**src/rtl/core/cbor_tsv_pkg.sv**
```systemverilog
// Shared types and constants for the CBOR text string validator.
package cbor_tsv_pkg;

   // Input word: one raw byte and its end-of-buffer flag
   typedef struct packed {
      logic [7:0] byte_in;
      logic       end_of_buffer;
   } req_word_type;

   // Result word: verdict for one string
   typedef struct packed {
      logic [2:0]  status;
      logic [15:0] text_length;
   } rsp_word_type;

   // Verdict from the decode stage to the output register
   typedef struct packed {
      logic         valid;
      rsp_word_type word;
   } core_out_type;

   // Verdict codes
   localparam logic [2:0] ST_OK        = 3'd0;
   localparam logic [2:0] ST_BAD_HEAD  = 3'd1;
   localparam logic [2:0] ST_BAD_LEN   = 3'd2;
   localparam logic [2:0] ST_TRUNCATED = 3'd3;
   localparam logic [2:0] ST_NUL_BYTE  = 3'd4;
   localparam logic [2:0] ST_BAD_UTF8  = 3'd5;

   // Decoder phase, one-hot
   typedef enum logic [3:0] {
      PH_HEAD    = 4'b0001,
      PH_EXTRA   = 4'b0010,
      PH_PAYLOAD = 4'b0100,
      PH_DROP    = 4'b1000
   } phase_type;

   localparam logic [15:0] MAX_TEXT_LEN_RESET = 16'd255;
   localparam logic [2:0]  MAJOR_TEXT         = 3'd3;
   localparam logic [4:0]  AI_ONE_BYTE        = 5'd24;
   localparam logic [4:0]  AI_LAST_VALID      = 5'd27;
   localparam logic [7:0]  CONT_LOW           = 8'h80;
   localparam logic [7:0]  CONT_HIGH          = 8'hbf;

endpackage

```
**src/rtl/core/cbor_tsv_in_stage.sv**
```systemverilog
// Input register stage: holds one accepted word for the decoder.
module cbor_tsv_in_stage
   import cbor_tsv_pkg::*;
(
   input  logic                       clock,
   input  logic                       reset,
   input  logic                       req_valid,
   output logic                       req_stall,
   input  cbor_tsv_pkg::req_word_type req_word,
   input  logic                       advance,
   output logic                       step_en,
   output cbor_tsv_pkg::req_word_type step_word
);

   logic         valid_ff, valid_in;
   req_word_type word_ff;
   logic         accept;

   // Stall only when the held word cannot move on
   assign req_stall = valid_ff && !advance;
   assign accept    = req_valid && !req_stall;
   assign step_en   = valid_ff && advance;
   assign step_word = word_ff;

   always_comb begin
      valid_in = valid_ff;
      if (accept) begin
         valid_in = 1'b1;
      end else if (advance) begin
         valid_in = 1'b0;
      end
   end

   always_ff @(posedge clock) begin
      if (reset) begin
         valid_ff <= 1'b0;
      end else begin
         valid_ff <= valid_in;
      end
   end

   // Capture the payload on accept
   always_ff @(posedge clock) begin
      if (accept) begin
         word_ff <= req_word;
      end
   end

endmodule

```
**src/rtl/core/cbor_tsv_core.sv**
```systemverilog
// Decoder: head, length, NUL and UTF-8 checks, one byte per step.
module cbor_tsv_core
   import cbor_tsv_pkg::*;
(
   input  logic                       clock,
   input  logic                       reset,
   input  logic                       step_en,
   input  cbor_tsv_pkg::req_word_type step_word,
   input  logic [15:0]                max_text_len,
   output cbor_tsv_pkg::core_out_type core_out
);

   phase_type   phase_ff, phase_in;
   logic [3:0]  extra_left_ff, extra_left_in;
   logic [1:0]  head_width_ff, head_width_in;
   logic [15:0] val16_ff, val16_in;       // low 16 bits of the length field
   logic        hi_nz_ff, hi_nz_in;       // any length bit above bit 15 set
   logic        upper_nz_ff, upper_nz_in; // upper half of the length field set
   logic [15:0] payload_left_ff, payload_left_in;
   logic [15:0] string_length_ff, string_length_in;
   logic [1:0]  cont_left_ff, cont_left_in;
   logic [7:0]  next_lo_ff, next_lo_in;
   logic [7:0]  next_hi_ff, next_hi_in;

   logic [7:0]  b;
   logic        eob;
   logic [2:0]  major;
   logic [4:0]  ai;
   logic [15:0] shift_val;
   logic        shift_hi_nz;
   logic [3:0]  half_bytes;
   logic        shift_upper_nz;
   logic [3:0]  left_after;
   logic        non_shortest;
   logic [15:0] len_val;
   logic        len_hi;
   logic        len_bad;
   logic [15:0] pl_dec;
   logic        rej;
   logic [2:0]  rej_code;
   logic        ok;

   assign b     = step_word.byte_in;
   assign eob   = step_word.end_of_buffer;
   assign major = b[7:5];
   assign ai    = b[4:0];

   // Shift one length byte into the tracked value
   assign shift_val      = {val16_ff[7:0], b};
   assign shift_hi_nz    = hi_nz_ff || (val16_ff[15:8] != 8'd0);
   assign half_bytes     = (4'd1 << head_width_ff) >> 1;
   assign shift_upper_nz = upper_nz_ff || ((b != 8'd0) && (extra_left_ff > half_bytes));
   assign left_after     = (extra_left_ff != 4'd0) ? extra_left_ff - 4'd1 : 4'd0;
   assign non_shortest   = (head_width_ff == 2'd0) ? (b < 8'd24) : !shift_upper_nz;

   // Length under test: inline value in head phase, shifted value otherwise
   assign len_val = (phase_ff == PH_HEAD) ? {11'd0, ai} : shift_val;
   assign len_hi  = (phase_ff == PH_HEAD) ? 1'b0 : shift_hi_nz;
   assign len_bad = len_hi || (len_val == 16'd0) || (len_val > max_text_len);

   assign pl_dec = (payload_left_ff != 16'd0) ? payload_left_ff - 16'd1 : 16'd0;

   // Next state and verdict for the word in the input register
   always_comb begin
      phase_in         = phase_ff;
      extra_left_in    = extra_left_ff;
      head_width_in    = head_width_ff;
      val16_in         = val16_ff;
      hi_nz_in         = hi_nz_ff;
      upper_nz_in      = upper_nz_ff;
      payload_left_in  = payload_left_ff;
      string_length_in = string_length_ff;
      cont_left_in     = cont_left_ff;
      next_lo_in       = next_lo_ff;
      next_hi_in       = next_hi_ff;
      rej              = 1'b0;
      rej_code         = ST_OK;
      ok               = 1'b0;

      unique case (phase_ff)
         PH_HEAD: begin
            if ((major != MAJOR_TEXT) || (ai > AI_LAST_VALID)) begin
               rej      = 1'b1;
               rej_code = ST_BAD_HEAD;
            end else if (ai < AI_ONE_BYTE) begin
               if (len_bad) begin
                  rej      = 1'b1;
                  rej_code = ST_BAD_LEN;
               end else begin
                  payload_left_in  = len_val;
                  string_length_in = len_val;
                  cont_left_in     = 2'd0;
                  next_lo_in       = CONT_LOW;
                  next_hi_in       = CONT_HIGH;
                  phase_in         = PH_PAYLOAD;
                  if (eob) begin
                     rej      = 1'b1;
                     rej_code = ST_TRUNCATED;
                  end
               end
            end else begin
               head_width_in = ai[1:0];
               extra_left_in = 4'd1 << ai[1:0];
               val16_in      = 16'd0;
               hi_nz_in      = 1'b0;
               upper_nz_in   = 1'b0;
               phase_in      = PH_EXTRA;
               if (eob) begin
                  rej      = 1'b1;
                  rej_code = ST_TRUNCATED;
               end
            end
         end

         PH_EXTRA: begin
            val16_in      = shift_val;
            hi_nz_in      = shift_hi_nz;
            upper_nz_in   = shift_upper_nz;
            extra_left_in = left_after;
            if (left_after == 4'd0) begin
               if (non_shortest) begin
                  rej      = 1'b1;
                  rej_code = ST_BAD_HEAD;
               end else if (len_bad) begin
                  rej      = 1'b1;
                  rej_code = ST_BAD_LEN;
               end else begin
                  payload_left_in  = len_val;
                  string_length_in = len_val;
                  cont_left_in     = 2'd0;
                  next_lo_in       = CONT_LOW;
                  next_hi_in       = CONT_HIGH;
                  phase_in         = PH_PAYLOAD;
                  if (eob) begin
                     rej      = 1'b1;
                     rej_code = ST_TRUNCATED;
                  end
               end
            end else if (eob) begin
               rej      = 1'b1;
               rej_code = ST_TRUNCATED;
            end
         end

         PH_PAYLOAD: begin
            payload_left_in = pl_dec;
            next_lo_in      = CONT_LOW;
            next_hi_in      = CONT_HIGH;
            if (b == 8'd0) begin
               rej      = 1'b1;
               rej_code = ST_NUL_BYTE;
            end else if (cont_left_ff != 2'd0) begin
               // continuation byte inside its allowed window
               if ((b < next_lo_ff) || (b > next_hi_ff)) begin
                  rej      = 1'b1;
                  rej_code = ST_BAD_UTF8;
               end else begin
                  cont_left_in = cont_left_ff - 2'd1;
               end
            end else begin
               // classify a lead byte
               priority if (b <= 8'h7f) begin
                  cont_left_in = 2'd0;
               end else if ((b >= 8'hc2) && (b <= 8'hdf)) begin
                  cont_left_in = 2'd1;
               end else if ((b >= 8'he0) && (b <= 8'hef)) begin
                  cont_left_in = 2'd2;
                  if (b == 8'he0) begin
                     next_lo_in = 8'ha0;
                  end else if (b == 8'hed) begin
                     next_hi_in = 8'h9f;
                  end
               end else if ((b >= 8'hf0) && (b <= 8'hf4)) begin
                  cont_left_in = 2'd3;
                  if (b == 8'hf0) begin
                     next_lo_in = 8'h90;
                  end else if (b == 8'hf4) begin
                     next_hi_in = 8'h8f;
                  end
               end else begin
                  rej      = 1'b1;
                  rej_code = ST_BAD_UTF8;
               end
            end
            if (!rej) begin
               if (pl_dec == 16'd0) begin
                  if (cont_left_in != 2'd0) begin
                     rej      = 1'b1;
                     rej_code = ST_BAD_UTF8;
                  end else begin
                     ok       = 1'b1;
                     phase_in = PH_HEAD;
                  end
               end else if (eob) begin
                  rej      = 1'b1;
                  rej_code = ST_TRUNCATED;
               end
            end
         end

         PH_DROP: begin
            if (eob) begin
               phase_in = PH_HEAD;
            end
         end

         default: begin
            phase_in = PH_HEAD;
         end
      endcase

      // Rejection: resync at the end flag
      if (rej) begin
         phase_in = eob ? PH_HEAD : PH_DROP;
      end
   end

   assign core_out.valid            = step_en && (rej || ok);
   assign core_out.word.status      = rej ? rej_code : ST_OK;
   assign core_out.word.text_length = ok ? string_length_ff : 16'd0;

   // Control state
   always_ff @(posedge clock) begin
      if (reset) begin
         phase_ff         <= PH_HEAD;
         extra_left_ff    <= 4'd0;
         head_width_ff    <= 2'd0;
         val16_ff         <= 16'd0;
         hi_nz_ff         <= 1'b0;
         upper_nz_ff      <= 1'b0;
         payload_left_ff  <= 16'd0;
         string_length_ff <= 16'd0;
         cont_left_ff     <= 2'd0;
         next_lo_ff       <= CONT_LOW;
         next_hi_ff       <= CONT_HIGH;
      end else if (step_en) begin
         phase_ff         <= phase_in;
         extra_left_ff    <= extra_left_in;
         head_width_ff    <= head_width_in;
         val16_ff         <= val16_in;
         hi_nz_ff         <= hi_nz_in;
         upper_nz_ff      <= upper_nz_in;
         payload_left_ff  <= payload_left_in;
         string_length_ff <= string_length_in;
         cont_left_ff     <= cont_left_in;
         next_lo_ff       <= next_lo_in;
         next_hi_ff       <= next_hi_in;
      end
   end

endmodule

```
**src/rtl/core/cbor_tsv_out_stage.sv**
```systemverilog
// Output register stage: holds one verdict until the consumer takes it.
module cbor_tsv_out_stage
   import cbor_tsv_pkg::*;
(
   input  logic                       clock,
   input  logic                       reset,
   input  cbor_tsv_pkg::core_out_type core_out,
   output logic                       advance,
   output logic                       rsp_valid,
   input  logic                       rsp_stall,
   output cbor_tsv_pkg::rsp_word_type rsp_word
);

   logic         valid_ff;
   rsp_word_type word_ff;

   // Register is free when empty or being drained this cycle
   assign advance   = !valid_ff || !rsp_stall;
   assign rsp_valid = valid_ff;
   assign rsp_word  = word_ff;

   always_ff @(posedge clock) begin
      if (reset) begin
         valid_ff <= 1'b0;
      end else if (advance) begin
         valid_ff <= core_out.valid;
      end
   end

   // Load a new verdict only when the register is free
   always_ff @(posedge clock) begin
      if (advance && core_out.valid) begin
         word_ff <= core_out.word;
      end
   end

endmodule

```
**src/rtl/core/cbor_text_string_validator.sv**
```systemverilog
// Top level of the CBOR text string validator.
//
//   port group  direction  handshake            word
//   req_        in         req_valid/req_stall  byte_in, end_of_buffer
//   rsp_        out        rsp_valid/rsp_stall  status, text_length
//   csr_        in         csr_wr_en            max_text_len (16 bits)
//
// One byte per cycle sustained while the output is not stalled. A byte is held in
// the input register, is decoded there, and its verdict, if any, is loaded into
// the output register when that register is free; rsp_valid rises with that load.
// Synchronous reset clears the decoder to head phase and max_text_len to 255.
// A stalled output register holds the decoder and raises req_stall in the same
// cycle once the input register is full.
module cbor_text_string_validator
   import cbor_tsv_pkg::*;
(
   input  logic                       clock,
   input  logic                       reset,
   input  logic                       req_valid,
   output logic                       req_stall,
   input  cbor_tsv_pkg::req_word_type req_word,
   output logic                       rsp_valid,
   input  logic                       rsp_stall,
   output cbor_tsv_pkg::rsp_word_type rsp_word,
   input  logic                       csr_wr_en,
   input  logic [15:0]                csr_wr_data
);

   logic         advance;
   logic         step_en;
   req_word_type step_word;
   core_out_type core_out;
   logic [15:0]  max_text_len_ff;

   // Configuration register
   always_ff @(posedge clock) begin
      if (reset) begin
         max_text_len_ff <= MAX_TEXT_LEN_RESET;
      end else if (csr_wr_en) begin
         max_text_len_ff <= csr_wr_data;
      end
   end

   cbor_tsv_in_stage u_in_stage (
      .clock     (clock),
      .reset     (reset),
      .req_valid (req_valid),
      .req_stall (req_stall),
      .req_word  (req_word),
      .advance   (advance),
      .step_en   (step_en),
      .step_word (step_word)
   );

   cbor_tsv_core u_core (
      .clock        (clock),
      .reset        (reset),
      .step_en      (step_en),
      .step_word    (step_word),
      .max_text_len (max_text_len_ff),
      .core_out     (core_out)
   );

   cbor_tsv_out_stage u_out_stage (
      .clock     (clock),
      .reset     (reset),
      .core_out  (core_out),
      .advance   (advance),
      .rsp_valid (rsp_valid),
      .rsp_stall (rsp_stall),
      .rsp_word  (rsp_word)
   );

endmodule

```
**config.mk**
```make
export PLATFORM = sky130hd
export DESIGN_NAME = cbor_text_string_validator
export DESIGN_NICKNAME = d
export VERILOG_FILES = /design/src/rtl/core/cbor_tsv_pkg.sv /design/src/rtl/core/cbor_tsv_in_stage.sv /design/src/rtl/core/cbor_tsv_core.sv /design/src/rtl/core/cbor_tsv_out_stage.sv /design/src/rtl/core/cbor_text_string_validator.sv
export SDC_FILE = /design/constraint.sdc
export NUM_CORES = 1
export LEC_CHECK = 0
export ABC_AREA = 1
export BUFFER_PORTS_ARGS = -buffer_cell sky130_fd_sc_hd__buf_2
export CORE_MARGIN = 5
export CORE_UTILIZATION = 60
export DETAILED_ROUTE_END_ITERATION = 10
export PLACE_DENSITY = 0.76
export REMOVE_ABC_BUFFERS = 1
export SYNTH_ARGS = -nofsm -noshare
export SYNTH_HDL_FRONTEND = slang
export SYNTH_SLANG_ARGS = --single-unit
```
**constraint.sdc**
```tcl
create_clock -name clock -period 5.25 [get_ports clock]
set_clock_uncertainty 0.15 [all_clocks]
set_input_delay 0.2625 -clock clock [delete_from_list [all_inputs] [get_ports clock]]
set_output_delay 0.2625 -clock clock [all_outputs]
set_load 0.05 [all_outputs]
```
## After elaboration in Yosys (flattened, before gate mapping)

Index checks and enable logic that the tools add are counted.

| cells by class | value |
|---|---|
| equal/unequal tests | 21 |
| bitwise operators | 2 |
| reductions and logical operators | 41 |
| $lt $le $gt $ge | 14 |
| $add $sub $neg | 3 |
| shifts and indexed selects | 2 |
| mux-type cells | 125 |

Operator list:

| cell | count |
|---|---|
| $mux W16 | 14 |
| $mux W8 | 24 |
| $pmux W16 S2 | 2 |
| $mux W4 | 14 |
| $mux W3 | 16 |
| $pmux W16 S3 | 1 |
| $pmux W8 S3 | 2 |
| $eq A8 B8 Y1 const B | 4 |
| $logic_not A16 Y1 | 2 |
| $mux W2 | 14 |
| $mux W1 | 27 |
| $ge A8 B8 Y1 const B | 3 |
| $le A8 B8 Y1 const B | 3 |
| $mux W6 | 3 |
| $gt A16 B16 Y1 | 1 |
| $pmux W4 S4 | 1 |
| $reduce_bool A16 Y1 | 1 |
| $reduce_bool A8 Y1 | 2 |
| $sub A16 B1 Y16 const B | 1 |
| $ne A3 B2 Y1 const B | 5 |
| $reduce_and A6 Y1 | 2 |
| $logic_and A1 B1 Y1 | 9 |
| $pmux W3 S3 | 1 |
| $gt A8 B8 Y1 | 1 |
| other kinds (33) | 55 |

| word-level totals | value |
|---|---|
| input bits | 30 |
| logic and storage cells | 226 |
| bits in registers | 124 |

## Depth between registers and ports, before layout

| depth | value |
|---|---|
| depth after elaboration | 17 |
| depth in mapped cells | 22 |
| gate-level depth less buffers | 21 |

## Modules after synthesis

From an unflattened synthesis, not the netlist that was laid out.

| second synthesis, totals | value |
|---|---|
| cells, all modules | 894 |
| area, all modules | 6501.2 sq um |

Modules (own cells, without submodules):

| module | cells each | sequential area each (sq um) | times used | area an instance (sq um) |
|---|---|---|---|---|
| cbor_tsv_core | 766 | 1321.3 | 1 | 4914.7 |
| cbor_text_string_validator | 86 | 320.3 | 1 | 645.6 |
| cbor_tsv_out_stage | 24 | 590.6 | 1 | 614.3 |
| cbor_tsv_in_stage | 18 | 290.3 | 1 | 326.6 |

## Worst setup path before layout

No wires, ideal clock.

| path | value |
|---|---|
| kind | reg2reg |
| start | reg u_core.phase_ff[3] |
| end | reg u_out_stage.word_ff, in the netlist u_out_stage.rsp_word[0] (enable) |
| setup time | 0.374 ns |
| data arrival time | 2.386 ns |
| stages on the path, launching flop included | 21 |
| setup slack | 2.340 ns |
| data required time | 4.726 ns |
| buffers on the path | 1 |
| cells stage by stage | dfxtp_1 nor2_1 nand3_1 buf_4 nand2_1 inv_1 ha_1 nand2_1 nand2_1 nand3_1 a21oi_1 nor2_1 nand2_1 nand2_1 nand2_1 nand2_1 nand3_1 nor2_2 nand4_1 nand2_1 inv_1 |

| on the way | value |
|---|---|
| cells in the longest elaborated chain, start to end | 12 |

Ends and longest elaborated chain:

| item | line | RTL |
|---|---|---|
| start: declaration | cbor_tsv_core.sv:13 | `phase_type phase_ff, phase_in;` |
| start signal: assignment | cbor_tsv_core.sv:237 | `phase_ff <= phase_in;` |
| $eq A4 B1 Y1 * | cbor_tsv_core.sv:57 | `assign len_val = (phase_ff == PH_HEAD) ? {11'd0, ai} : shift_val;` |
| $mux W16 * | cbor_tsv_core.sv:57 |  |
| net u_core.len_val[9] | cbor_tsv_core.sv:35 | `logic [15:0] len_val;` |
| branches (longest 2 deep; another with $gt A16 B16 Y1) | n/a |  |
| $logic_or A1 B1 Y1 * | cbor_tsv_core.sv:59 | `assign len_bad = len_hi \|\| (len_val == 16'd0) \|\| (len_val > max_text_len);` |
| $mux W1 * | cbor_tsv_core.sv:86 | `if (len_bad) begin` |
| $mux W1, on equally long branches | cbor_tsv_core.sv:121, cbor_tsv_core.sv:85 |  |
| $mux W1, on equally long branches | cbor_tsv_core.sv:120, cbor_tsv_core.sv:82 |  |
| $pmux W1 S3 * | cbor_tsv_core.sv:80 | `unique case (phase_ff)` |
| $logic_or A1 B1 Y1 * | cbor_tsv_core.sv:218 | `assign core_out.valid = step_en && (rej \|\| ok);` |
| $logic_and A1 B1 Y1 * | cbor_tsv_core.sv:218 |  |
| $logic_and A1 B1 Y1 * | cbor_tsv_out_stage.sv:32 | `if (advance && core_out.valid) begin` |
| end signal: assignment | cbor_tsv_out_stage.sv:33 | `word_ff <= core_out.word;` |
| end: declaration | cbor_tsv_out_stage.sv:15 | `rsp_word_type word_ff;` |

Mark *: on every way through the listed nets, which the timed path passes.
A chain may end at the register's enable or synchronous reset.

## Final worst setup path

| path | value |
|---|---|
| start | reg u_core.phase_ff[3] |
| end | reg u_core.payload_left_ff[14] |

| on the way | value |
|---|---|
| cells in the longest elaborated chain, start to end | 9 |

Ends and longest elaborated chain:

| item | line | RTL |
|---|---|---|
| $eq A4 B1 Y1 * | cbor_tsv_core.sv:57 |  |
| $mux W16 * | cbor_tsv_core.sv:57 |  |
| net u_core.len_val[14] | cbor_tsv_core.sv:35 |  |
| branches (longest 3 deep; another with $gt A16 B16 Y1) | n/a |  |
| $mux W16 * | cbor_tsv_core.sv:86, cbor_tsv_core.sv:124 |  |
| $mux W16, on equally long branches | cbor_tsv_core.sv:121, cbor_tsv_core.sv:85 |  |
| $mux W16, on equally long branches | cbor_tsv_core.sv:120, cbor_tsv_core.sv:82 |  |
| $pmux W16 S3 * | cbor_tsv_core.sv:80 |  |
| end signal: assignment | cbor_tsv_core.sv:243 | `payload_left_ff <= payload_left_in;` |
| end: declaration | cbor_tsv_core.sv:19 | `logic [15:0] payload_left_ff, payload_left_in;` |

Mark *: on every way through the listed nets, which the timed path passes. The select of a mux whose other input is x is not followed.

==> results.py <==
metrics = {
    "synth": {
        "synth_top_family_by_area": "simple AND/OR/NAND/NOR gates",
        "synthAdderAreaFrac": 0.0484,
        "synth_top_cell_by_area": "dfxtp_1",
        "ys_warn_count": 0,
        "synth.area.mux_share": 0,
        "synthTopCellsByArea": "dfxtp_1 (27%), edfxtp_1 (14%), nand2_1 (10%)",
        "syn_area_um2": 6210,
        "synth_area_per_cell_um2": 7.23,
        "synth_top_area_share": 0.271,
        "synth-edff-count": 28,
        "synth_cells": 858,
        "ys_seq_area_frac": 0.406,
        "synth_compound_area_frac": 0.167,
        "yosys.area_share.simple": 0.275,
        "async_flop_share": 0,
        "synth_xor_area_frac": 0.00141,
        "ys_seq_elements": 112,
        "synth_cell_type_count": 43,
        "synthFlopType": "dfxtp_1",
    },
    "die": {
        "io_pins": 51,
        "start_util": 0.609,
        "coreArea_um2": 10200,
        "die_area_um2": 12500,
        "fp-row-count": 37,
        "dieWidth_um": 112,
        "fp.dieH_um": 112,
    },
    "clock_network": {
        "cts_tree": "built",
        "numCtsBuffers": 9,
        "clk_latency_ns": 0.38,
        "cts_resized": 0,
        "path_clk_slew_ns": 0.11,
        "clk_path_buf_depth": 2,
        "h-tree-depth": 3,
        "cts_root_buf": "clkbuf_8",
        "cts.sink_count": 112,
    },
    "finish": {
        "drive_above_1_share": 0.119,
        "final_common_cell": "nand2_1",
        "antenna_cells": 0,
        "fillers": 921,
        "design_area_um2": 6850,
        "fin_util": 0.673,
        "layout_common_cells": "nand2_1 (172), inv_1 (122), nor2_1 (118)",
        "area_growth_pct": 10.4,
        "nNetsFinal": 963,
    },
    "route": {
        "drc_errors": 0,
        "vias_per_cell": 5.61,
        "ant_nets": 0,
        "totalWireLength_um": 16000,
        "wl_per_cell_um": 15.2,
        "drtPass1Iterations": 6,
        "drtIter0Drc": 456,
        "vias": 5887,
    },
    "sta": {
        "tightestPinTransition_ns": 1.25,
        "finalSetupTns_ns": 0,
        "fmax_mhz": 238,
        "hold_viol_final": 0,
        "drv_slew": 0,
        "fin_crit_ns": 4.19,
        "fin_crit_sh": 0.799,
        "setup_ws_ns": 1.06,
        "grt_setup_unrepaired": "false",
        "finalSetupViolCount": 0,
        "slew-limit-headroom": 0.165,
    },
    "setup_path": {
        "cp.required_ns": 5.34,
        "cp_common_cell": "nand2_1",
        "crit_path_max_fanout": 39,
        "reg2reg_slack_ns": 1.06,
        "crit_chain": "nor2_1, nand3_1, inv_1, nor2_1, ha_1, nand4_1, a21oi_1, nor2_1, nand2_1, nand2_1, nand2_1, nand2_1, nand2_1, o21ai_0, a21oi_1",
        "worst_path_max_delay_cell": "nand2_1",
        "critPathArrivalTime_ns": 4.28,
        "endpoint_kind": "flop",
        "cpPeakStageDelay_ns": 0.73,
        "critPathKind": "reg2reg",
        "worstSetupStartpointType": "flop",
    },
    "job": {
        "drv_cap": 0,
    },
    "pwr": {
        "vdd_drop_max_mv": 0.192,
        "cellPowerDensity_nw_per_um2": 307,
        "p_leak_uw": 0.00308,
        "power_uw": 2100,
    },
    "global_route": {
        "grt_pass1_vias": 5515,
        "antenna_found_initial": 0,
        "grt_max_degree": 56,
        "grt_pass1_wl_um": 26100,
        "grt_overflow_total": 0,
        "grt_util_all_layers": 0.257,
    },
    "placed_design": {
        "dp_hpwl_um": 11700,
        "dpl_cell_area_um2": 6500,
        "place_congestion": 1.02,
        "dp_slack_ns": 1.25,
        "io_buffers": 50,
    },
    "status": {
        "status": "finished clean",
    },
    "min_path": {
        "hp-class": "in2reg",
    },
}
-- Yosys cell counts (2+ instances only) --
cell type / n
a211oi_1: 7
a211oi_2: 15
a21o_1: 2
a21oi_1: 72
a31oi_1: 4
buf_1: 3
buf_2: 8
buf_4: 3
buf_6: 2
clkbuf_1: 15
dfxtp_1: 84
edfxtp_1: 28
ha_1: 24
inv_1: 122
inv_2: 5
nand2_1: 172
nand2_2: 5
nand3_1: 65
nand3_2: 4
nand4_1: 10
nor2_1: 118
nor2_2: 6
nor3_1: 3
o21ai_0: 61
o22ai_1: 2
-- cell type report --
cell class,instances,area (um^2),share of cell area
clock inverters,5,42.5,0.00621
clock buffers,11,131,0.0192
flip-flops and latches,112,2520,0.368
repair buffers,71,453,0.0661
well taps,136,170,0.0248
inverters,127,477,0.0696
multi-input cells,588,3050,0.446
-- power by group --
| part | total (uW) | leakage (uW) | switching, uW | internal [uW] |
|---|---|---|---|---|
| registers | 980 | 0.000962 | 38.7 | 942 |
| logic | 643 | 0.00203 | 447 | 196 |
| clock network | 481 | 0.0000898 | 301 | 179 |
| total | 2100 | 0.00308 | 787 | 1320 |
-- final timing paths --
check	start	endpoint	cells past startpoint
max reg2reg	u_core.phase_ff[3]	u_core.payload_left_ff[14]	15
min	csr_wr_data[9]	max_text_len_ff[9]	3
min reg2reg	u_core.val16_ff[15]	u_core.val16_ff[15]	2
max	u_core.phase_ff[3]	u_core.payload_left_ff[14]	15
-- metal layers --
| metal | GRT usage | wire (um) | vias to the layer above |
|---|---|---|---|
| met2 | 0.422 | 7270 | 269 |
| met4 | 0.101 | 545 | 0 |
| met5 | 0 | 0 | - |
| met1 | 0.337 | 6820 | 2650 |
| li1 | - | - | 2918 |
| met3 | 0.0484 | 1320 | 50 |
-- state kept, by name, summed over array words and instances, names as in the netlist, 2 cells and up --
signal,flops
u_core.next_hi_ff,2
u_core.val16_ff,16
u_core.phase_ff,4
u_core.cont_left_ff,2
u_core.next_lo_ff,2
u_in_stage.step_word,9
u_core.extra_left_ff,4
max_text_len_ff,16
u_core.payload_left_ff,16
u_core.head_width_ff,2
u_out_stage.rsp_word,19
u_core.string_length_ff,16
-- cell families (layout without fill, tap and decap cells) --
kind of cell    after synthesis  after routing
compound gates              173            173
xor+xnor                      1              1
fa+ha+maj                    24             24
buf+inv                     158            214
flops                       112            112
simple gates                390            390
-- worst max-delay path: cells and delay by family, from the launching register on --
| kind | cells | cell delay [ns] |
|---|---|---|
| flip-flops | 1 | 0.41 |
| AO/OA/AOI/OAI | 3 | 0.60 |
| adder cells (fa/ha/maj) | 1 | 0.34 |
| buffers and inverters | 1 | 0.25 |
| AND/OR/NAND/NOR | 10 | 2.26 |
-- through the flow --
| stage | hold slack (ns) | cells |
|---|---|---|
| final | 0.00454 | 1050 |
| after global placement | 0.289 | 1016 |
| after global routing | 0.0172 | 1050 |
| after floorplan | 0.182 | 827 |
| after CTS | 0.00257 | 1050 |
| after detailed placement | 0.291 | 1016 |
-- repair_timing --
action                                 CTS  global route
hold buffers                            18             0
endpoints found under the hold margin   18             0
buffers inserted                         0             0
Power figures use the tool's default switching activity.
